**src/sv/isbn_pkg.sv**
```systemverilog
// ----------------------------------------------------------------------------
// isbn_pkg
// Shared types, character codes and small modulo helpers for the ISBN-10
// checker and ISBN-13 check digit block.
// ----------------------------------------------------------------------------
`default_nettype none

package isbn_pkg;

  localparam logic [7:0] CHAR_ZERO   = 8'h30;
  localparam logic [7:0] CHAR_NINE   = 8'h39;
  localparam logic [7:0] CHAR_X      = 8'h58;
  localparam logic [7:0] CHAR_HYPHEN = 8'h2d;

  localparam logic [3:0] DIGIT_X_VALUE = 4'd10;
  localparam logic [3:0] WEIGHT_START  = 4'd10;
  localparam logic [3:0] SUM10_SEED    = 4'd8;
  localparam logic [3:0] COUNT_MAX     = 4'd15;
  localparam logic [1:0] HYPHEN_MAX    = 2'd3;

  // classified character as it travels from front to back
  typedef struct packed {
    logic       last;
    logic       hyph;
    logic       isdig;
    logic [3:0] digit;
  } char_class_t;

  // v in 0..110, floor(v / 11) by reciprocal 187 / 2048
  function automatic logic [3:0] mod11(input logic [6:0] v);
    logic [14:0] p;
    logic [3:0]  q;
    logic [6:0]  r;
    p = 15'(v) * 15'd187;
    q = p[14:11];
    r = v - 7'(q) * 7'd11;
    return r[3:0];
  endfunction

  // v in 0..39, floor(v / 10) by reciprocal 205 / 2048
  function automatic logic [3:0] mod10(input logic [5:0] v);
    logic [13:0] p;
    logic [2:0]  q;
    logic [5:0]  r;
    p = 14'(v) * 14'd205;
    q = p[13:11];
    r = v - 6'(q) * 6'd10;
    return r[3:0];
  endfunction

endpackage

`default_nettype wire

```
**src/sv/isbn_in_if.sv**
```systemverilog
// ----------------------------------------------------------------------------
// isbn_in_if
// Character request channel: one ASCII character and its last mark.
// ----------------------------------------------------------------------------
`default_nettype none

interface isbn_in_if;
  logic       valid;
  logic       ready;
  logic [7:0] char_code;
  logic       last;

  modport source (output valid, output char_code, output last, input ready);
  modport sink   (input valid, input char_code, input last, output ready);
endinterface

`default_nettype wire

```
**src/sv/isbn_out_if.sv**
```systemverilog
// ----------------------------------------------------------------------------
// isbn_out_if
// Result request channel: validity of the ISBN-10 and the ISBN-13 check digit.
// ----------------------------------------------------------------------------
`default_nettype none

interface isbn_out_if;
  logic       valid;
  logic       ready;
  logic       valid_res;
  logic [3:0] check13;

  modport source (output valid, output valid_res, output check13, input ready);
  modport sink   (input valid, input valid_res, input check13, output ready);
endinterface

`default_nettype wire

```
**src/sv/isbn_front.sv**
```systemverilog
// ----------------------------------------------------------------------------
// isbn_front
// Accepts characters and classifies them as hyphen, digit or other, with the
// digit value ('X' counts ten), before they enter the queue.
// ----------------------------------------------------------------------------
`default_nettype none

module isbn_front (
  isbn_in_if.sink              char_in,
  output logic                 push_valid,
  input  logic                 push_ready,
  output isbn_pkg::char_class_t push_data
);

  logic       is_num;
  logic       is_x;
  logic [7:0] offset;

  assign is_num = (char_in.char_code >= isbn_pkg::CHAR_ZERO) &&
                  (char_in.char_code <= isbn_pkg::CHAR_NINE);
  assign is_x   = (char_in.char_code == isbn_pkg::CHAR_X);
  assign offset = char_in.char_code - isbn_pkg::CHAR_ZERO;

  always_comb begin
    push_data.last  = char_in.last;
    push_data.hyph  = (char_in.char_code == isbn_pkg::CHAR_HYPHEN);
    push_data.isdig = is_num || is_x;
    if (is_x) begin
      push_data.digit = isbn_pkg::DIGIT_X_VALUE;
    end else if (is_num) begin
      push_data.digit = offset[3:0];
    end else begin
      push_data.digit = 4'd0;
    end
  end

  assign push_valid    = char_in.valid;
  assign char_in.ready = push_ready;

endmodule

`default_nettype wire

```
**src/sv/isbn_queue.sv**
```systemverilog
// ----------------------------------------------------------------------------
// isbn_queue
// Short first-in first-out queue of classified characters between the front
// and the back, so that each side stalls on its own.
// ----------------------------------------------------------------------------
`default_nettype none

module isbn_queue #(
  parameter int DEPTH = 2
) (
  input  logic                  clk,
  input  logic                  rst,
  input  logic                  push_valid,
  output logic                  push_ready,
  input  isbn_pkg::char_class_t push_data,
  output logic                  pop_valid,
  input  logic                  pop_ready,
  output isbn_pkg::char_class_t pop_data
);

  localparam int PW = (DEPTH > 1) ? $clog2(DEPTH) : 1;
  localparam int CW = $clog2(DEPTH + 1);

  isbn_pkg::char_class_t mem [DEPTH];
  logic [PW-1:0] rd_ptr;
  logic [PW-1:0] wr_ptr;
  logic [CW-1:0] count;
  logic          push;
  logic          pop;

  assign push_ready = (count != CW'(DEPTH));
  assign pop_valid  = (count != '0);
  assign push       = push_valid && push_ready;
  assign pop        = pop_valid && pop_ready;
  assign pop_data   = mem[rd_ptr];

  always_ff @(posedge clk) begin
    if (push) begin
      mem[wr_ptr] <= push_data;
    end
  end

  always_ff @(posedge clk) begin
    if (rst) begin
      rd_ptr <= '0;
      wr_ptr <= '0;
      count  <= '0;
    end else begin
      if (push) begin
        wr_ptr <= (wr_ptr == PW'(DEPTH - 1)) ? '0 : wr_ptr + 1'b1;
      end
      if (pop) begin
        rd_ptr <= (rd_ptr == PW'(DEPTH - 1)) ? '0 : rd_ptr + 1'b1;
      end
      if (push && !pop) begin
        count <= count + 1'b1;
      end else if (pop && !push) begin
        count <= count - 1'b1;
      end
    end
  end

endmodule

`default_nettype wire

```
**src/sv/isbn_back.sv**
```systemverilog
// ----------------------------------------------------------------------------
// isbn_back
// Running checks and sums over the classified characters; on the last
// character it registers the result and returns all state to its start.
// ----------------------------------------------------------------------------
`default_nettype none

module isbn_back (
  input  logic                  clk,
  input  logic                  rst,
  input  logic                  q_valid,
  output logic                  q_ready,
  input  isbn_pkg::char_class_t q_data,
  isbn_out_if.source            res_out
);

  logic [3:0] char_count,   char_count_next;
  logic [1:0] hyphen_count, hyphen_count_next;
  logic       prev_hyphen,  prev_hyphen_next;
  logic [3:0] digit_weight, digit_weight_next;
  logic [3:0] sum11,        sum11_next;
  logic [3:0] sum10,        sum10_next;
  logic       w3,           w3_next;
  logic       err,          err_next;

  logic       res_valid;
  logic       res_ok;
  logic [3:0] res_check;
  logic       ok;
  logic [3:0] check;
  logic       pop;

  logic [6:0] prod;
  logic [5:0] term;

  assign q_ready = !res_valid || res_out.ready;
  assign pop     = q_valid && q_ready;

  assign prod = 7'(digit_weight) * 7'(q_data.digit);
  assign term = w3 ? 6'(q_data.digit) * 6'd3 : 6'(q_data.digit);

  always_comb begin
    char_count_next   = char_count;
    hyphen_count_next = hyphen_count;
    digit_weight_next = digit_weight;
    sum11_next        = sum11;
    sum10_next        = sum10;
    w3_next           = w3;
    err_next          = err;
    prev_hyphen_next  = q_data.hyph;

    if (char_count == isbn_pkg::COUNT_MAX) begin
      err_next = 1'b1;
    end else begin
      char_count_next = char_count + 1'b1;
    end

    if (q_data.hyph) begin
      if ((char_count == 4'd0) || prev_hyphen || q_data.last) begin
        err_next = 1'b1;
      end
      if (hyphen_count == isbn_pkg::HYPHEN_MAX) begin
        err_next = 1'b1;
      end else begin
        hyphen_count_next = hyphen_count + 1'b1;
      end
    end else if (q_data.isdig) begin
      if (digit_weight == 4'd0) begin
        err_next = 1'b1;
      end else begin
        sum11_next        = isbn_pkg::mod11(7'(sum11) + prod);
        digit_weight_next = digit_weight - 1'b1;
      end
      if (!q_data.last) begin
        sum10_next = isbn_pkg::mod10(6'(sum10) + term);
        w3_next    = !w3;
      end
    end else begin
      err_next = 1'b1;
    end

    if (q_data.last && (hyphen_count_next == isbn_pkg::HYPHEN_MAX) && !prev_hyphen) begin
      err_next = 1'b1;
    end

    ok    = !err_next && (sum11_next == 4'd0);
    check = (!ok || (sum10_next == 4'd0)) ? 4'd0 : 4'd10 - sum10_next;
  end

  always_ff @(posedge clk) begin
    if (rst) begin
      char_count   <= 4'd0;
      hyphen_count <= 2'd0;
      prev_hyphen  <= 1'b0;
      digit_weight <= isbn_pkg::WEIGHT_START;
      sum11        <= 4'd0;
      sum10        <= isbn_pkg::SUM10_SEED;
      w3           <= 1'b1;
      err          <= 1'b0;
      res_valid    <= 1'b0;
    end else begin
      if (pop && q_data.last) begin
        char_count   <= 4'd0;
        hyphen_count <= 2'd0;
        prev_hyphen  <= 1'b0;
        digit_weight <= isbn_pkg::WEIGHT_START;
        sum11        <= 4'd0;
        sum10        <= isbn_pkg::SUM10_SEED;
        w3           <= 1'b1;
        err          <= 1'b0;
      end else if (pop) begin
        char_count   <= char_count_next;
        hyphen_count <= hyphen_count_next;
        prev_hyphen  <= prev_hyphen_next;
        digit_weight <= digit_weight_next;
        sum11        <= sum11_next;
        sum10        <= sum10_next;
        w3           <= w3_next;
        err          <= err_next;
      end
      if (pop && q_data.last) begin
        res_valid <= 1'b1;
      end else if (res_out.ready) begin
        res_valid <= 1'b0;
      end
    end
  end

  always_ff @(posedge clk) begin
    if (pop && q_data.last) begin
      res_ok    <= ok;
      res_check <= check;
    end
  end

  assign res_out.valid     = res_valid;
  assign res_out.valid_res = res_ok;
  assign res_out.check13   = res_check;

`ifndef SYNTH
  a_sums_reduced: assert property (@(posedge clk) disable iff (rst)
    (sum11 < 4'd11) && (sum10 < 4'd10))
    else $error("running sums out of range");

  a_state_restart: assert property (@(posedge clk) disable iff (rst)
    (pop && q_data.last) |=>
      (char_count == 4'd0) && (digit_weight == isbn_pkg::WEIGHT_START) &&
      (sum10 == isbn_pkg::SUM10_SEED) && !err)
    else $error("state not restarted after last character");

  a_invalid_zero_check: assert property (@(posedge clk) disable iff (rst)
    (res_valid && !res_ok) |-> (res_check == 4'd0))
    else $error("check digit nonzero on invalid result");

  a_result_held: assert property (@(posedge clk) disable iff (rst)
    (res_valid && !res_out.ready) |=> res_valid && $stable(res_ok) && $stable(res_check))
    else $error("stalled result changed");
`endif

endmodule

`default_nettype wire

```
**src/sv/isbn10_check_to_isbn13.sv**
```systemverilog
// ----------------------------------------------------------------------------
// isbn10_check_to_isbn13
// ISBN-10 validator that also yields the ISBN-13 check digit for prefix 978.
// ----------------------------------------------------------------------------
// Characters of one hyphenated ISBN-10 arrive one per request, the final one
// marked by last; exactly one result follows each last character. The block
// takes one character every cycle while the queue is not full; a character
// passes the front classifier into a queue of QUEUE_DEPTH entries and is
// popped and folded into the running sums by the back end; popping the last
// character loads the result register. The sustained rate of one character
// per cycle is set by the back end, which updates its state as it pops each
// character and pops whenever its result is not stalled; a stalled result
// holds the back end while the queue keeps taking characters until full.
`default_nettype none

module isbn10_check_to_isbn13 #(
  parameter int QUEUE_DEPTH = 2
) (
  input  logic         clk,
  input  logic         rst,
  isbn_in_if.sink      char_in,
  isbn_out_if.source   res_out
);

  logic                  push_valid;
  logic                  push_ready;
  isbn_pkg::char_class_t push_data;
  logic                  q_valid;
  logic                  q_ready;
  isbn_pkg::char_class_t q_data;

  isbn_front u_front (
    .char_in    (char_in),
    .push_valid (push_valid),
    .push_ready (push_ready),
    .push_data  (push_data)
  );

  isbn_queue #(
    .DEPTH (QUEUE_DEPTH)
  ) u_queue (
    .clk        (clk),
    .rst        (rst),
    .push_valid (push_valid),
    .push_ready (push_ready),
    .push_data  (push_data),
    .pop_valid  (q_valid),
    .pop_ready  (q_ready),
    .pop_data   (q_data)
  );

  isbn_back u_back (
    .clk     (clk),
    .rst     (rst),
    .q_valid (q_valid),
    .q_ready (q_ready),
    .q_data  (q_data),
    .res_out (res_out)
  );

endmodule

`default_nettype wire
```
**src/flat_wrapper.sv**
```systemverilog
// flat-port wrapper written by rule: the top's interface ports become plain ports
module isbn10_check_to_isbn13_flat 
#(
  parameter int QUEUE_DEPTH = 2
)
  (clk, rst, char_in_valid, char_in_char_code, char_in_last, char_in_ready, res_out_valid, res_out_valid_res, res_out_check13, res_out_ready);
  isbn_in_if char_in_i ();
  isbn_out_if res_out_i ();
  input  logic clk;
  input  logic rst;
  input wire logic [$bits(char_in_i.valid)-1:0] char_in_valid;
  input wire logic [$bits(char_in_i.char_code)-1:0] char_in_char_code;
  input wire logic [$bits(char_in_i.last)-1:0] char_in_last;
  output wire logic [$bits(char_in_i.ready)-1:0] char_in_ready;
  output wire logic [$bits(res_out_i.valid)-1:0] res_out_valid;
  output wire logic [$bits(res_out_i.valid_res)-1:0] res_out_valid_res;
  output wire logic [$bits(res_out_i.check13)-1:0] res_out_check13;
  input wire logic [$bits(res_out_i.ready)-1:0] res_out_ready;
  assign char_in_i.valid = char_in_valid;
  assign char_in_i.char_code = char_in_char_code;
  assign char_in_i.last = char_in_last;
  assign char_in_ready = char_in_i.ready;
  assign res_out_valid = res_out_i.valid;
  assign res_out_valid_res = res_out_i.valid_res;
  assign res_out_check13 = res_out_i.check13;
  assign res_out_i.ready = res_out_ready;
  isbn10_check_to_isbn13 #(.QUEUE_DEPTH(QUEUE_DEPTH)) u_core (.clk(clk), .rst(rst), .char_in(char_in_i), .res_out(res_out_i));
endmodule
```
**config.mk**
```make
export PLATFORM = sky130hd
export DESIGN_NAME = isbn10_check_to_isbn13_flat
export DESIGN_NICKNAME = d
export VERILOG_FILES = /design/src/sv/isbn_pkg.sv /design/src/sv/isbn_in_if.sv /design/src/sv/isbn_out_if.sv /design/src/sv/isbn_front.sv /design/src/sv/isbn_queue.sv /design/src/sv/isbn_back.sv /design/src/sv/isbn10_check_to_isbn13.sv /design/src/flat_wrapper.sv
export SDC_FILE = /design/constraint.sdc
export NUM_CORES = 1
export LEC_CHECK = 0
export BUFFER_PORTS_ARGS = -buffer_cell sky130_fd_sc_hd__buf_2
export CORE_MARGIN = 4
export CORE_UTILIZATION = 64
export DETAILED_ROUTE_END_ITERATION = 8
export PLACE_DENSITY = 0.83
export SLEW_MARGIN = 20
export SYNTH_ARGS = -nofsm -noshare
export SYNTH_HDL_FRONTEND = slang
export SYNTH_SLANG_ARGS = --single-unit
```
**constraint.sdc**
```tcl
create_clock -name clk -period 13.2 [get_ports clk]
set_clock_uncertainty 0.05 [all_clocks]
set_input_delay 3.96 -clock clk [delete_from_list [all_inputs] [get_ports clk]]
set_output_delay 3.96 -clock clk [all_outputs]
set_load 0.01 [all_outputs]
```
### Yosys cells after proc, flatten, opt, wreduce, memory -nomap -nowiden

Memory sizes are Yosys's and may differ from the RTL's. A register that Yosys moved wholly into a read port is not among the register bits.
Index checks and enable logic that the tools add are counted.
Widths: inputs -> output; s select.

| cells by class | value |
|---|---|
| $add $sub $neg | 13 |
| multiply operators | 6 |
| $lt $le $gt $ge | 2 |
| equality and inequality tests | 6 |
| muxes and demuxes | 28 |
| bitwise operators | 4 |
| reduce and logical (&&, ||, !) cells | 32 |

Operator list:

| operator | number |
|---|---|
| $mux 4 | 8 |
| $logic_not 4->1 | 4 |
| $mul 7x8->15 const B | 1 |
| $mux 1 | 15 |
| $mul 6x8->14 const B | 1 |
| $logic_and 1x1->1 | 9 |
| $eq 8x6->1 const B | 1 |
| $eq 8x7->1 const B | 1 |
| $ge 8x6->1 const B | 1 |
| $le 8x6->1 const B | 1 |
| $mux 2 | 4 |
| $reduce_and 4->1 | 2 |
| $sub 4x1->4 const B | 2 |
| $sub 4x4->4 | 2 |
| $add 4x7->7 | 1 |
| $logic_not 1->1 | 7 |
| $mul 4x4->7 | 1 |
| $add 4x6->6 | 1 |
| $mul 4x2->6 const B | 1 |
| $mux 6 | 1 |
| $reduce_bool 2->1 | 3 |
| $logic_or 1x1->1 | 5 |
| $add 2x1->2 const B | 2 |
| $add 4x1->4 const B | 1 |
| 11 further kinds | 16 |

| storage, ports and cells | value |
|---|---|
| bits in registers | 31 |
| RAM bits | 14 |
| input port bits | 13 |
| output and inout port bits | 7 |
| memories | 1 |

Memory list:

| memory | words | width | rd ports | clocked after memory_dff | wr ports | line | text |
|---|---|---|---|---|---|---|---|
| u_core.u_queue.mem | 2 | 7 | 1 | 1 | 1 | isbn_queue.sv:24 | `isbn_pkg::char_class_t mem [DEPTH];` |

### Logic depth before layout (Yosys ltp)

Gate-level depths: netlist (run 1).

| depth | value |
|---|---|
| depth after elaboration | 12 |
| depth in mapped cells | 39 |
| gate-level depth less buffers | 38 |

### By module

Synthesis (run 1) repeated with hierarchy kept, for this count alone.

| second synthesis, totals | value |
|---|---|
| cells, all modules | 538 |
| area total of the unflattened synthesis | 5039.8 um2 |

Modules (own cells, without submodules):

| module | times used | cells each | area each (um2) | seq. area each (um2) |
|---|---|---|---|---|
| isbn_back | 1 | 471 | 4154.0 | 590.6 |
| isbn_queue | 1 | 46 | 734.5 | 520.5 |
| isbn_front | 1 | 21 | 151.4 | 0.0 |

### Worst setup path after synthesis (run 1)

Ideal clock, no wire load.

| timing | value |
|---|---|
| kind | reg2reg |
| from | register with a tool-made name |
| to | register u_core.u_back.res_check[2], in the netlist u_core.u_back.res_out.check13[2] (data pin) |
| arrival | 8.941 ns |
| required time | 12.882 ns |
| setup slack | 3.941 ns |
| cell stages (with the launch flop) | 35 |
| buffers on the path | 1 |
| period minus slack after synthesis | 9.259 ns |
| path through | dfxtp_1 -> buf_2 -> mux2i_1 -> inv_1 -> nand2_1 -> fa_1 -> fa_1 -> fa_1 -> inv_1 -> ha_1 -> a21oi_1 -> o21bai_1 -> a21oi_1 -> xor2_1 -> ha_1 -> fa_1 -> fa_1 -> inv_1 -> fa_1 -> inv_1 -> ha_1 -> a21oi_2 -> o221a_2 -> nand2_1 -> a31oi_2 -> xor2_2 -> ha_1 -> fa_1 -> ha_1 -> a21o_1 -> a21oi_1 -> xnor2_1 -> xnor3_2 -> mux2i_2 -> nor3_1 |

RTL lines:

| element | line | text |
|---|---|---|
| end signal: assignment | isbn_back.sv:132 | `res_check <= check;` |
| end: declaration | isbn_back.sv:28 | `logic [3:0] res_check;` |

==> results of run 1 <==
cell usage in the layout (no fill, tap or decap), types with 5 or more instances in the layout:
| cell type | instances |
|---|---|
| sky130_fd_sc_hd__nand2_1 | 30 |
| sky130_fd_sc_hd__nand3_1 | 9 |
| sky130_fd_sc_hd__xor2_1 | 16 |
| sky130_fd_sc_hd__dfxtp_1 | 27 |
| sky130_fd_sc_hd__buf_2 | 19 |
| sky130_fd_sc_hd__a21oi_1 | 26 |
| sky130_fd_sc_hd__mux2i_1 | 9 |
| sky130_fd_sc_hd__nor2b_1 | 6 |
| sky130_fd_sc_hd__ha_1 | 90 |
| sky130_fd_sc_hd__and2_1 | 10 |
| sky130_fd_sc_hd__a21o_1 | 5 |
| sky130_fd_sc_hd__inv_1 | 86 |
| sky130_fd_sc_hd__xnor2_1 | 21 |
| sky130_fd_sc_hd__o21ai_0 | 12 |
| sky130_fd_sc_hd__edfxtp_1 | 19 |
| sky130_fd_sc_hd__nor2_1 | 50 |
| sky130_fd_sc_hd__fa_1 | 33 |
| sky130_fd_sc_hd__clkbuf_8 | 5 |
| sky130_fd_sc_hd__nor3_1 | 10 |
stage by stage:
stage | utilization, % | cell area (um2) | hold slack [ns] | worst slack (ns)
3_5_place_dp | 69.61 | 5130 | 0.4261 | 3.172
5_1_grt | 71.10 | 5240 | 0.4793 | 2.512
4_1_cts | 71.10 | 5240 | 0.4395 | 3.157
3_3_place_gp | 69.61 | 5130 | 0.4151 | 3.555
2_1_floorplan | - | 4946 | 0.3986 | 3.941
6_report | 71.10 | 5240 | 0.4435 | 3.151
cells by family (layout without fill, tap and decap cells):
kind of cell	Yosys count	in the layout	synth area share, %
compound gates	68	68	9.107
mux	14	14	3.086
buf+inv	95	114	7.311
fa+ha+maj	123	123	36.12
xor+xnor	39	39	7.362
simple gates	146	146	14.55
flops	46	46	22.46
Yosys cell counts (2+ instances only):
cell type	instances	area (um2)
sky130_fd_sc_hd__ha_1	90	1126
sky130_fd_sc_hd__o31ai_1	3	22.52
sky130_fd_sc_hd__xor2_1	16	140.1
sky130_fd_sc_hd__mux2i_1	9	90.09
sky130_fd_sc_hd__a21oi_1	26	130.1
sky130_fd_sc_hd__nor3_1	10	50.05
sky130_fd_sc_hd__o21ai_0	12	60.06
sky130_fd_sc_hd__and2_1	10	62.56
sky130_fd_sc_hd__nand2b_1	4	25.02
sky130_fd_sc_hd__fa_1	33	660.6
sky130_fd_sc_hd__or2_2	3	18.77
sky130_fd_sc_hd__xnor2_1	21	183.9
sky130_fd_sc_hd__nor2b_1	6	37.54
sky130_fd_sc_hd__nand4_1	4	25.02
sky130_fd_sc_hd__or3_1	2	12.51
sky130_fd_sc_hd__nand3b_1	2	15.01
sky130_fd_sc_hd__clkbuf_1	6	22.52
sky130_fd_sc_hd__and3_1	4	25.02
sky130_fd_sc_hd__a211oi_1	4	30.03
sky130_fd_sc_hd__nand4b_1	2	17.52
sky130_fd_sc_hd__and4b_1	2	20.02
sky130_fd_sc_hd__nand2_1	30	112.6
sky130_fd_sc_hd__mux2_2	3	33.78
sky130_fd_sc_hd__inv_1	86	322.8
sky130_fd_sc_hd__a21oi_2	2	17.52
sky130_fd_sc_hd__edfxtp_1	19	570.6
sky130_fd_sc_hd__nor2_1	50	187.7
sky130_fd_sc_hd__nor4_1	2	12.51
sky130_fd_sc_hd__a21o_1	5	37.54
sky130_fd_sc_hd__dfxtp_1	27	540.5
sky130_fd_sc_hd__nand3_1	9	45.04
sky130_fd_sc_hd__o211ai_1	3	22.52
per-layer routing:
metal	global-route usage [%]	vias to the layer above
li1	-	1813
met1	27.73	1740
met2	43.89	74
met3	2.893	27
met4	8.175	0
met5	0	-
path summary, 6_finish.rpt:
check | endpoint | from | slack [ns] | cells past startpoint
min reg2reg | u_core.u_back.sum11[0]$_SDFFE_PP0P_ | u_core.u_back.sum11[0]$_SDFFE_PP0P_ | 0.44 | 2
max reg2reg | u_core.u_back.res_out.check13[0]$_SDFFCE_PP0P_ | register | 3.15 | 33
min | u_core.u_back.sum11[0]$_SDFFE_PP0P_ | u_core.u_back.sum11[0]$_SDFFE_PP0P_ | 0.44 | 2
max | u_core.u_back.res_out.check13[0]$_SDFFCE_PP0P_ | register | 3.15 | 33
state kept, by name (all words and copies together) (netlist names), named ones only:
name,count
u_core.u_queue.mem,14
u_core.u_back.char_count,4
u_core.u_back.digit_weight,4
u_core.u_back.res_out.check13,4
u_core.u_back.sum10,4
u_core.u_back.sum11,4
u_core.u_back.hyphen_count,2
u_core.u_queue.count,2
u_core.u_back.err,1
u_core.u_back.prev_hyphen,1
u_core.u_back.res_out.valid,1
u_core.u_back.res_out.valid_res,1
u_core.u_back.w3,1
u_core.u_queue.rd_ptr,1
u_core.u_queue.wr_ptr,1
layout make-up:
type	count	share of cell area (%)
multi-input cells	390	66.28
flip-flops and latches	46	21.20
inverters	87	6.232
well taps	99	2.364
repair buffers	19	1.815
clock buffers	6	1.385
clock inverters	2	0.7163
worst max-delay path, delay by kind of cell (launching register included):
kind	cells	cell delay (ns)
compound gates	8	1.44
xor+xnor	4	1.08
fa+ha+maj	12	5.23
buf+inv	4	0.36
flops	1	0.61
mux	2	0.73
simple gates	3	0.32
==> metrics.yaml, run 1 <==
run_status: "finished, final reports clean"
synth_area_per_cell_um2: 9.314
start_kind: "register"
core.rowCount: 31
ys_async_sr_fraction_pct: 0
routed_via_density: 5.630
grt_first_pass_wirelength_um: 17130
clk-insertion-delay-late_ns: 0.30
clk_root_buffer_cell: "sky130_fd_sc_hd__clkbuf_8"
pin_count_of_the_biggest_net_entering_global_routing: 17
ys_dominant_reg_cell: "sky130_fd_sc_hd__dfxtp_1"
chipHeight_um: 95.91
globalRoute.totalOverflow: 0
detailedPlacementHpwl_um: 8147
worst_ep_required_time_ns: 13.19
layout.filler_cells: 552
routed_wire_length_per_instance_um: 14.86
ys_seq_elements: 46
drt_wl_total_um: 9641
fmaxAchievable_mhz: 99.51
cap_viol_max_count: 0
slew_headroom_pct: 56.30
initial_utilization_pct: 67.11
detail_route.wirelength.met1_um: 4016
cts_inserted_buffers: 5
hold_buffers: 0
cts_resized: 0
synth_edf_count: 19
sequential_cell_area_um2: 1111
setup-tns-final_ns: 0
detailroute.wirelength.met3_um: 345
critical_path_arrival_ns: 10.04
criticalPathCategory: "reg -> reg"
crit_path_top_delay_cell: "sky130_fd_sc_hd__dfxtp_1"
grt_antenna_before_repair: 0
worst_pin_slew_ns: 0.6555
report.final.hold_viol_count: 0
cts.sinks: 46
area.growth.synth_to_final_pct: 5.945
synthesized_instance_count: 531
multiInputGateArea_um2: 3473
cts_max_path_buffers: 2
nNetsFinal: 685
critical-path-max-stage-delay_ns: 0.61
num_antenna_cells: 0
worst-path-max-fanout: 12
cts_setup_buffers: 0
dieArea_um2: 9199
top_signal_layer_used: "met4"
rsz0062_at_grt: "no"
share_of_cells_above_drive_strength_1_pct: 8.364
detail_route.first_pass.iterations: 4
number_of_global_route_vias_before_repair: 3921
ios: 20
setup-violations-final: 0
via_count: 3654
period_utilization_pct: 76.13
cts_htree_levels: 2
clock_tree_from_tritoncts: "done"
dr.first_iter.drc_count: 155
portBuffers: 19
net_count_after_synthesis: 667
placed_instances: 641
wl_met2_um: 4995
period_needed_ns: 10.05
antenna_violating_nets_post_route: 0
endpoint_kind: "register"
hp-class: "reg -> reg"
synth.cell_area_um2: 4946
globalplace.congestion: 0.9977
synth_warnings: 0
drv_slew: 0
synth.yosys.seq_area_share_pct: 22.46
core_region_area_um2: 7370
path_common_cell: "sky130_fd_sc_hd__fa_1"
finalNonFillerCells: 649
clk_transition_reported_paths_ns: 0.09
floorplan.die.width_um: 95.91
post_detailed_route_drc_marker_count: 0
grt_util_all_layers_pct: 23.58
post_synth_num_cell_types: 58
Power of run 1 is not shown: default switching activity piles up to over one toggle a cycle in this logic, so the estimate is an artifact.
==> run 2: changes to the inputs <==
--- a/config.mk
+++ b/config.mk
@@ -7,9 +7,9 @@
 export LEC_CHECK = 0
 export BUFFER_PORTS_ARGS = -buffer_cell sky130_fd_sc_hd__buf_2
 export CORE_MARGIN = 4
-export CORE_UTILIZATION = 64
+export CORE_UTILIZATION = 58
 export DETAILED_ROUTE_END_ITERATION = 8
-export PLACE_DENSITY = 0.83
+export PLACE_DENSITY = 0.8
 export SLEW_MARGIN = 20
 export SYNTH_ARGS = -nofsm -noshare
 export SYNTH_HDL_FRONTEND = slang
==> constraint.sdc (replaced) <==
create_clock -name clk -period 9.2 [get_ports clk]
set_clock_uncertainty 0.05 [all_clocks]
set_input_delay 2.76 -clock clk [delete_from_list [all_inputs] [get_ports clk]]
set_output_delay 2.76 -clock clk [all_outputs]
set_load 0.01 [all_outputs]
==> run 2 against run 1 <==
  * Core utilization shrank 4.0 points
  * Sequential cell count is the same
  * Global-route usage shrank 2.9 points
  * Via count grew 1.1%
  * Final cell count grew 3.2%
  * First-iteration DRC count shrank 25%
  * Fmax grew 13%
  * Final area grew 5.8%
  * Register-to-register slack lost 2.9 ns
  * Critical path depth is the same
  * Clock-buffer cell count shrank 1
  * Critical path type unchanged
  * Largest cell class unchanged
==> metrics.yaml, run 2 (synthesis results as in run 1) <==
grt_antenna_before_repair: 0  # unchanged
drv_slew: 0  # unchanged
endpoint_kind: "register"  # unchanged
hold_buffers: 0  # unchanged
setup_slack_on_the_worst_flop_to_flop_path_ns: 0.27  # was 3.15 ns
antenna_violating_nets_post_route: 0  # unchanged
globalRoute.totalOverflow: 0  # unchanged
detail_route.first_pass.iterations: 4  # unchanged
fmaxAchievable_mhz: 112.0  # was 99.51 MHz
clock_tree_from_tritoncts: "done"  # unchanged
number_of_global_route_vias_before_repair: 3858  # was 3,921
slew_headroom_pct: 58.52  # was 56.30%
cap_viol_max_count: 0  # unchanged
most-common-layout-cells: "83 x sky130_fd_sc_hd__inv_1, 81 x sky130_fd_sc_hd__ha_1, 50 x sky130_fd_sc_hd__nor2_1, 33 x sky130_fd_sc_hd__fa_1"  # was 90 x sky130_fd_sc_hd__ha_1, 86 x sky130_fd_sc_hd__inv_1, 50 x sky130_fd_sc_hd__nor2_1, 33 x sky130_fd_sc_hd__fa_1, 30 x sky130_fd_sc_hd__nand2_1
detailedPlacementHpwl_um: 8152  # was 8147 um
crit-reg2reg-capture: "u_core.u_back.res_out.check13[1]$_SDFFCE_PP0P_"  # was u_core.u_back.res_out.check13[0]$_SDFFCE_PP0P_
core_region_area_um2: 8258  # was 7370 um2
dr.first_iter.drc_count: 117  # was 155
reg2regPathDepth: 33  # unchanged
initial_utilization_pct: 59.89  # was 67.11%
cts_inserted_buffers: 5  # unchanged
via_count: 3693  # was 3,654
regMostFlops: "u_core.u_queue.mem"  # unchanged
worst_pin_slew_ns: 0.6198  # was 0.6555 ns
area.growth.synth_to_final_pct: 12.07  # was 5.945%
path_common_cell: "sky130_fd_sc_hd__fa_1"  # unchanged
cts_htree_levels: 2  # unchanged
critical-path-max-stage-delay_ns: 0.57  # was 0.61 ns
floorplan.die.width_um: 100.3  # was 95.91 um
clk_root_buffer_cell: "sky130_fd_sc_hd__clkbuf_8"  # unchanged
period_utilization_pct: 97.05  # was 76.13%
start_kind: "register"  # unchanged
globalplace.congestion: 0.9054  # was 0.9977
pin_count_of_the_biggest_net_entering_global_routing: 17  # unchanged
num_antenna_cells: 0  # unchanged
report.final.hold_viol_count: 0  # unchanged
hold_path_depth: 2  # unchanged
dieArea_um2: 10070  # was 9199 um2
core.rowCount: 33  # was 31
clk_transition_reported_paths_ns: 0.08  # was 0.09 ns
portBuffers: 19  # unchanged
worst_ep_required_time_ns: 9.21  # was 13.19 ns
setup-tns-final_ns: 0  # unchanged
cts.sinks: 46  # unchanged
worst-path-max-fanout: 5  # was 12
share_of_cells_above_drive_strength_1_pct: 16.28  # was 8.364%
routed_wire_length_per_instance_um: 15.33  # was 14.86 um
post_detailed_route_drc_marker_count: 0  # unchanged
placement.cell_area_um2: 5225  # was 5130 um2
period_needed_ns: 8.928  # was 10.05 ns
hp-class: "reg -> reg"  # unchanged
setup-violations-final: 0  # unchanged
grt_first_pass_wirelength_um: 16900  # was 17,130 um
chipHeight_um: 100.3  # was 95.91 um
mostFrequentLayoutCell: "sky130_fd_sc_hd__inv_1"  # was sky130_fd_sc_hd__ha_1
run_status: "finished, final reports clean"  # unchanged
critical_path_arrival_ns: 8.93  # was 10.04 ns
stdcell_area_um2: 5543  # was 5240 um2
routed_via_density: 5.512  # was 5.630
hp-start: "u_core.u_back.sum11[0]$_SDFFE_PP0P_"  # unchanged
cts_max_path_buffers: 2  # unchanged
nNetsFinal: 700  # was 685
largest_register_ff_count: 14  # unchanged
criticalPathCategory: "reg -> reg"  # unchanged
layout.filler_cells: 612  # was 552
crit_path_top_delay_cell: "sky130_fd_sc_hd__fa_1"  # was sky130_fd_sc_hd__dfxtp_1
ios: 20  # unchanged
clk-insertion-delay-late_ns: 0.30  # about the same
drt_wl_total_um: 10270  # was 9641 um
grt_util_all_layers_pct: 20.67  # was 23.58%
hold-path-endpoint: "u_core.u_back.sum11[0]$_SDFFE_PP0P_"  # unchanged
## run 2: changes by cell type in the layout (fill, tap and decap cells not counted), moves of 3 or more
cell | before | now
sky130_fd_sc_hd__nand2_2 | 0 | 4
sky130_fd_sc_hd__mux2i_1 | 9 | 6
sky130_fd_sc_hd__ha_1 | 90 | 81
sky130_fd_sc_hd__a21oi_1 | 26 | 23
sky130_fd_sc_hd__inv_1 | 86 | 83
sky130_fd_sc_hd__ha_4 | 0 | 7
sky130_fd_sc_hd__inv_2 | 1 | 4
sky130_fd_sc_hd__nand2_1 | 30 | 26
sky130_fd_sc_hd__buf_4 | 0 | 15
## run 2: per-stage QoR
stage	worst slack [ns]	hold WS (ns)	cells	util, %
after floorplan	0.01491	0.3986	531	-
after global placement	0.1437	0.4106	657	63.27
after detailed placement	-0.04982	0.4139	657	63.27
after CTS	0.03684	0.4257	666	64.45
after global routing	-0.1787	0.4689	670	67.12
final	0.2717	0.4283	670	67.12
## run 2: what timing repair did
action,in CTS,in global routing
gates resized for setup,2,35
setup buffers,1,4
endpoints found under the setup margin,5,6
endpoints found under the hold margin,0,0
pin swaps,0,16
## run 2: per-layer routing
layer,GRT usage [%],share of wire [%]
met1,25.18,42
met2,38.63,54
met3,2.015,2.3
met4,5.596,1.3
met5,0,0
## run 2: layout make-up
type                    count  area (um2)  area share, %
flip-flops and latches     46        1115          20.11
well taps                 105       131.4          2.370
clock inverters             3       16.27         0.2935
inverters                  87       326.6          5.892
repair buffers             34       207.7          3.747
clock buffers               5       68.82          1.242
multi-input cells         390        3677          66.34
## run 2: worst max-delay path by stage
stage	startpoint	endpoint	cells past startpoint
floorplan	register	u_core.u_back.res_out.check13[2]$_SDFFCE_PP0P_	34
global placement	register	u_core.u_back.res_out.check13[2]$_SDFFCE_PP0P_	32
detailed placement	register	u_core.u_back.res_out.check13[2]$_SDFFCE_PP0P_	32
CTS	register	u_core.u_back.res_out.check13[2]$_SDFFCE_PP0P_	32
global route	register	u_core.u_back.res_out.check13[1]$_SDFFCE_PP0P_	33
finish	register	u_core.u_back.res_out.check13[1]$_SDFFCE_PP0P_	33
## run 2: worst max-delay path, delay by kind of cell, from the launching register on
| kind | cells | cell delay, ns |
|---|---|---|
| muxes | 2 | 0.44 |
| xor gates and xnor gates | 4 | 0.90 |
| AOI/OAI and AO/OA | 6 | 0.88 |
| and+or+nand+nor | 5 | 0.68 |
| adders and majority gates | 12 | 5.10 |
| DFF | 1 | 0.37 |
| buffers and inverters | 4 | 0.27 |
Power of run 2 is left out for the same reason.
==> run 3: changes to the inputs <==
--- a/config.mk
+++ b/config.mk
@@ -7,9 +7,10 @@
 export LEC_CHECK = 0
 export BUFFER_PORTS_ARGS = -buffer_cell sky130_fd_sc_hd__buf_2
 export CORE_MARGIN = 4
-export CORE_UTILIZATION = 58
+export CORE_UTILIZATION = 59
+export CTS_BUF_LIST = sky130_fd_sc_hd__clkbuf_2 sky130_fd_sc_hd__clkbuf_4 sky130_fd_sc_hd__clkbuf_8
 export DETAILED_ROUTE_END_ITERATION = 8
-export PLACE_DENSITY = 0.8
+export PLACE_DENSITY = 0.81
 export SLEW_MARGIN = 20
 export SYNTH_ARGS = -nofsm -noshare
 export SYNTH_HDL_FRONTEND = slang
==> run 3 against run 2 <==
  * Sequential share of layout area rose by 0.10 points
  * Register-to-register slack improved by 0.15 ns
  * Via count rose by 0.68%
  * Fmax rose by 1.7%
  * Wire length fell by 4.3%
  * Core utilization rose by 0.34 points
  * Die area fell by 1.6%
  * Setup slack improved by 0.15 ns
  * Global-route usage rose by 0.49 points
==> metrics.yaml, run 3 (synthesis results as in run 1) <==
hp-class: "reg -> reg"  # unchanged
cts_inserted_buffers: 5  # unchanged
finalCoreUtilization_pct: 67.46  # was 67.12%
worst-path-max-fanout: 5  # unchanged
drt_wl_total_um: 9827  # was 10,270 um
largest_register_ff_count: 14  # unchanged
layout.filler_cells: 616  # was 612
clock_tree_from_tritoncts: "done"  # unchanged
number_of_global_route_vias_before_repair: 3897  # was 3,858
portBuffers: 19  # unchanged
via_count: 3718  # was 3,693
globalRoute.totalOverflow: 0  # unchanged
chipHeight_um: 99.56  # was 100.3 um
detailedPlacementHpwl_um: 8192  # was 8152 um
slew_headroom_pct: 58.09  # was 58.52%
pin_count_of_the_biggest_net_entering_global_routing: 17  # unchanged
start_kind: "register"  # unchanged
drv_slew: 0  # unchanged
worst_pin_slew_ns: 0.6287  # was 0.6198 ns
routed_wire_length_per_instance_um: 14.60  # was 15.33 um
crit-reg2reg-capture: "u_core.u_back.res_out.check13[2]$_SDFFCE_PP0P_"  # was u_core.u_back.res_out.check13[1]$_SDFFCE_PP0P_
clk_root_buffer_cell: "sky130_fd_sc_hd__clkbuf_8"  # unchanged
critical_path_arrival_ns: 8.79  # was 8.93 ns
period_needed_ns: 8.780  # was 8.928 ns
cts.sinks: 46  # unchanged
cts_max_path_buffers: 2  # unchanged
grt_util_all_layers_pct: 21.16  # was 20.67%
antenna_violating_nets_post_route: 0  # unchanged
initial_utilization_pct: 60.50  # was 59.89%
hold_buffers: 0  # unchanged
worst_ep_required_time_ns: 9.21  # about the same
dieArea_um2: 9912  # was 10,070 um2
grt_antenna_before_repair: 0  # unchanged
path_common_cell: "sky130_fd_sc_hd__fa_1"  # unchanged
fmaxAchievable_mhz: 113.9  # was 112.0 MHz
core.rowCount: 33  # unchanged
regMostFlops: "u_core.u_queue.mem"  # unchanged
routed_via_density: 5.525  # was 5.512
nNetsFinal: 703  # was 700
core_region_area_um2: 8175  # was 8258 um2
hold_path_depth: 2  # unchanged
criticalPathCategory: "reg -> reg"  # unchanged
num_antenna_cells: 0  # unchanged
ios: 20  # unchanged
detail_route.first_pass.iterations: 5  # was 4
endpoint_kind: "register"  # unchanged
report.final.hold_viol_count: 0  # unchanged
most-common-layout-cells: "83 x sky130_fd_sc_hd__inv_1, 83 x sky130_fd_sc_hd__ha_1, 50 x sky130_fd_sc_hd__nor2_1, 31 x sky130_fd_sc_hd__fa_1, 28 x sky130_fd_sc_hd__nand2_1"  # was 83 x sky130_fd_sc_hd__inv_1, 81 x sky130_fd_sc_hd__ha_1, 50 x sky130_fd_sc_hd__nor2_1, 33 x sky130_fd_sc_hd__fa_1
crit_path_top_delay_cell: "sky130_fd_sc_hd__fa_1"  # unchanged
setup-violations-final: 0  # unchanged
clk_transition_reported_paths_ns: 0.08  # about the same
cts_htree_levels: 2  # unchanged
run_status: "finished, final reports clean"  # unchanged
globalplace.congestion: 0.8920  # was 0.9054
clk-insertion-delay-late_ns: 0.30  # about the same
dr.first_iter.drc_count: 154  # was 117
grt_first_pass_wirelength_um: 17070  # was 16,900 um
post_detailed_route_drc_marker_count: 0  # unchanged
cap_viol_max_count: 0  # unchanged
critical-path-max-stage-delay_ns: 0.57  # about the same
critPathCapture: "u_core.u_back.res_out.check13[2]$_SDFFCE_PP0P_"  # was u_core.u_back.res_out.check13[1]$_SDFFCE_PP0P_
floorplan.die.width_um: 99.56  # was 100.3 um
share_of_cells_above_drive_strength_1_pct: 16.20  # was 16.28%
area.growth.synth_to_final_pct: 11.51  # was 12.07%
reg2regPathDepth: 34  # was 33
setup_slack_on_the_worst_flop_to_flop_path_ns: 0.42  # was 0.27 ns
period_utilization_pct: 95.44  # was 97.05%
## run 3: cell types whose count changed in the layout (fill, tap and decap cells not counted), moves of 2 or more
cell                       before  now
sky130_fd_sc_hd__fa_1          33   31
sky130_fd_sc_hd__clkbuf_4       0    3
sky130_fd_sc_hd__xnor2_1       19   21
sky130_fd_sc_hd__ha_4           7    5
sky130_fd_sc_hd__nand2_1       26   28
sky130_fd_sc_hd__ha_1          81   83
sky130_fd_sc_hd__nand2_2        4    2
sky130_fd_sc_hd__xnor2_2        2    0
sky130_fd_sc_hd__fa_2           0    2
sky130_fd_sc_hd__buf_4         15   18
## run 3: how the worst min path moves through the flow
stage | startpoint | endpoint
after global routing | u_core.u_back.sum11[3]$_SDFFE_PP0P_ | u_core.u_back.sum11[3]$_SDFFE_PP0P_
after floorplan | u_core.u_back.sum11[0]$_SDFFE_PP0P_ | u_core.u_back.sum11[0]$_SDFFE_PP0P_
after global placement | u_core.u_back.sum11[0]$_SDFFE_PP0P_ | u_core.u_back.sum11[0]$_SDFFE_PP0P_
final | u_core.u_back.sum11[0]$_SDFFE_PP0P_ | u_core.u_back.sum11[0]$_SDFFE_PP0P_
after detailed placement | u_core.u_back.sum11[0]$_SDFFE_PP0P_ | u_core.u_back.sum11[0]$_SDFFE_PP0P_
after CTS | u_core.u_back.sum11[0]$_SDFFE_PP0P_ | u_core.u_back.sum11[0]$_SDFFE_PP0P_
## run 3: worst max-delay path: cells and delay by family, from the launching register on
family,cells,cell delay [ns]
fa+ha+maj,12,4.72
simple gates,7,0.95
xor+xnor,4,0.87
mux,2,0.60
compound gates,4,0.52
buf+inv,5,0.45
flops,1,0.39
## run 3: layout make-up
class                           instances  area, um2  share of cell area [%]
Multi-Input combinational cell        390       3621                   65.65
Inverter                               87      326.6                   5.921
Tap cell                              105      131.4                   2.382
Sequential cell                        46       1115                   20.21
Timing Repair Buffer                   37      230.2                   4.174
Clock buffer                            8      91.34                   1.656
## run 3: through the flow
stage	cell area, um2	instances	TNS (ns)	hold slack [ns]	setup WS, ns
5_1_grt	5515	673	-0.01314	0.4731	-0.006295
6_report	5515	673	0	0.4324	0.4195
3_5_place_dp	5233	658	-0.2896	0.4267	-0.09090
2_1_floorplan	4959	531	0	0.3986	0.01491
4_1_cts	5336	667	0	0.4380	0.01317
3_3_place_gp	5233	658	0	0.4108	0.1502
## run 3: layer usage
layer | vias to the layer above | routed length (um) | track usage, %
met2 | 66 | 5150 | 39.20
li1 | 1849 | - | -
met5 | - | 0 | 0
met1 | 1782 | 4196 | 24.88
met4 | 0 | 199 | 7.038
met3 | 21 | 280 | 3.156
## run 3: timing repair
action | 4_1_cts | 5_1_grt
setup endpoints to repair | 5 | 6
pin swaps | 0 | 20
gates resized for setup | 2 | 30
buffers inserted | 1 | 6
Power of run 3 is left out for the same reason.
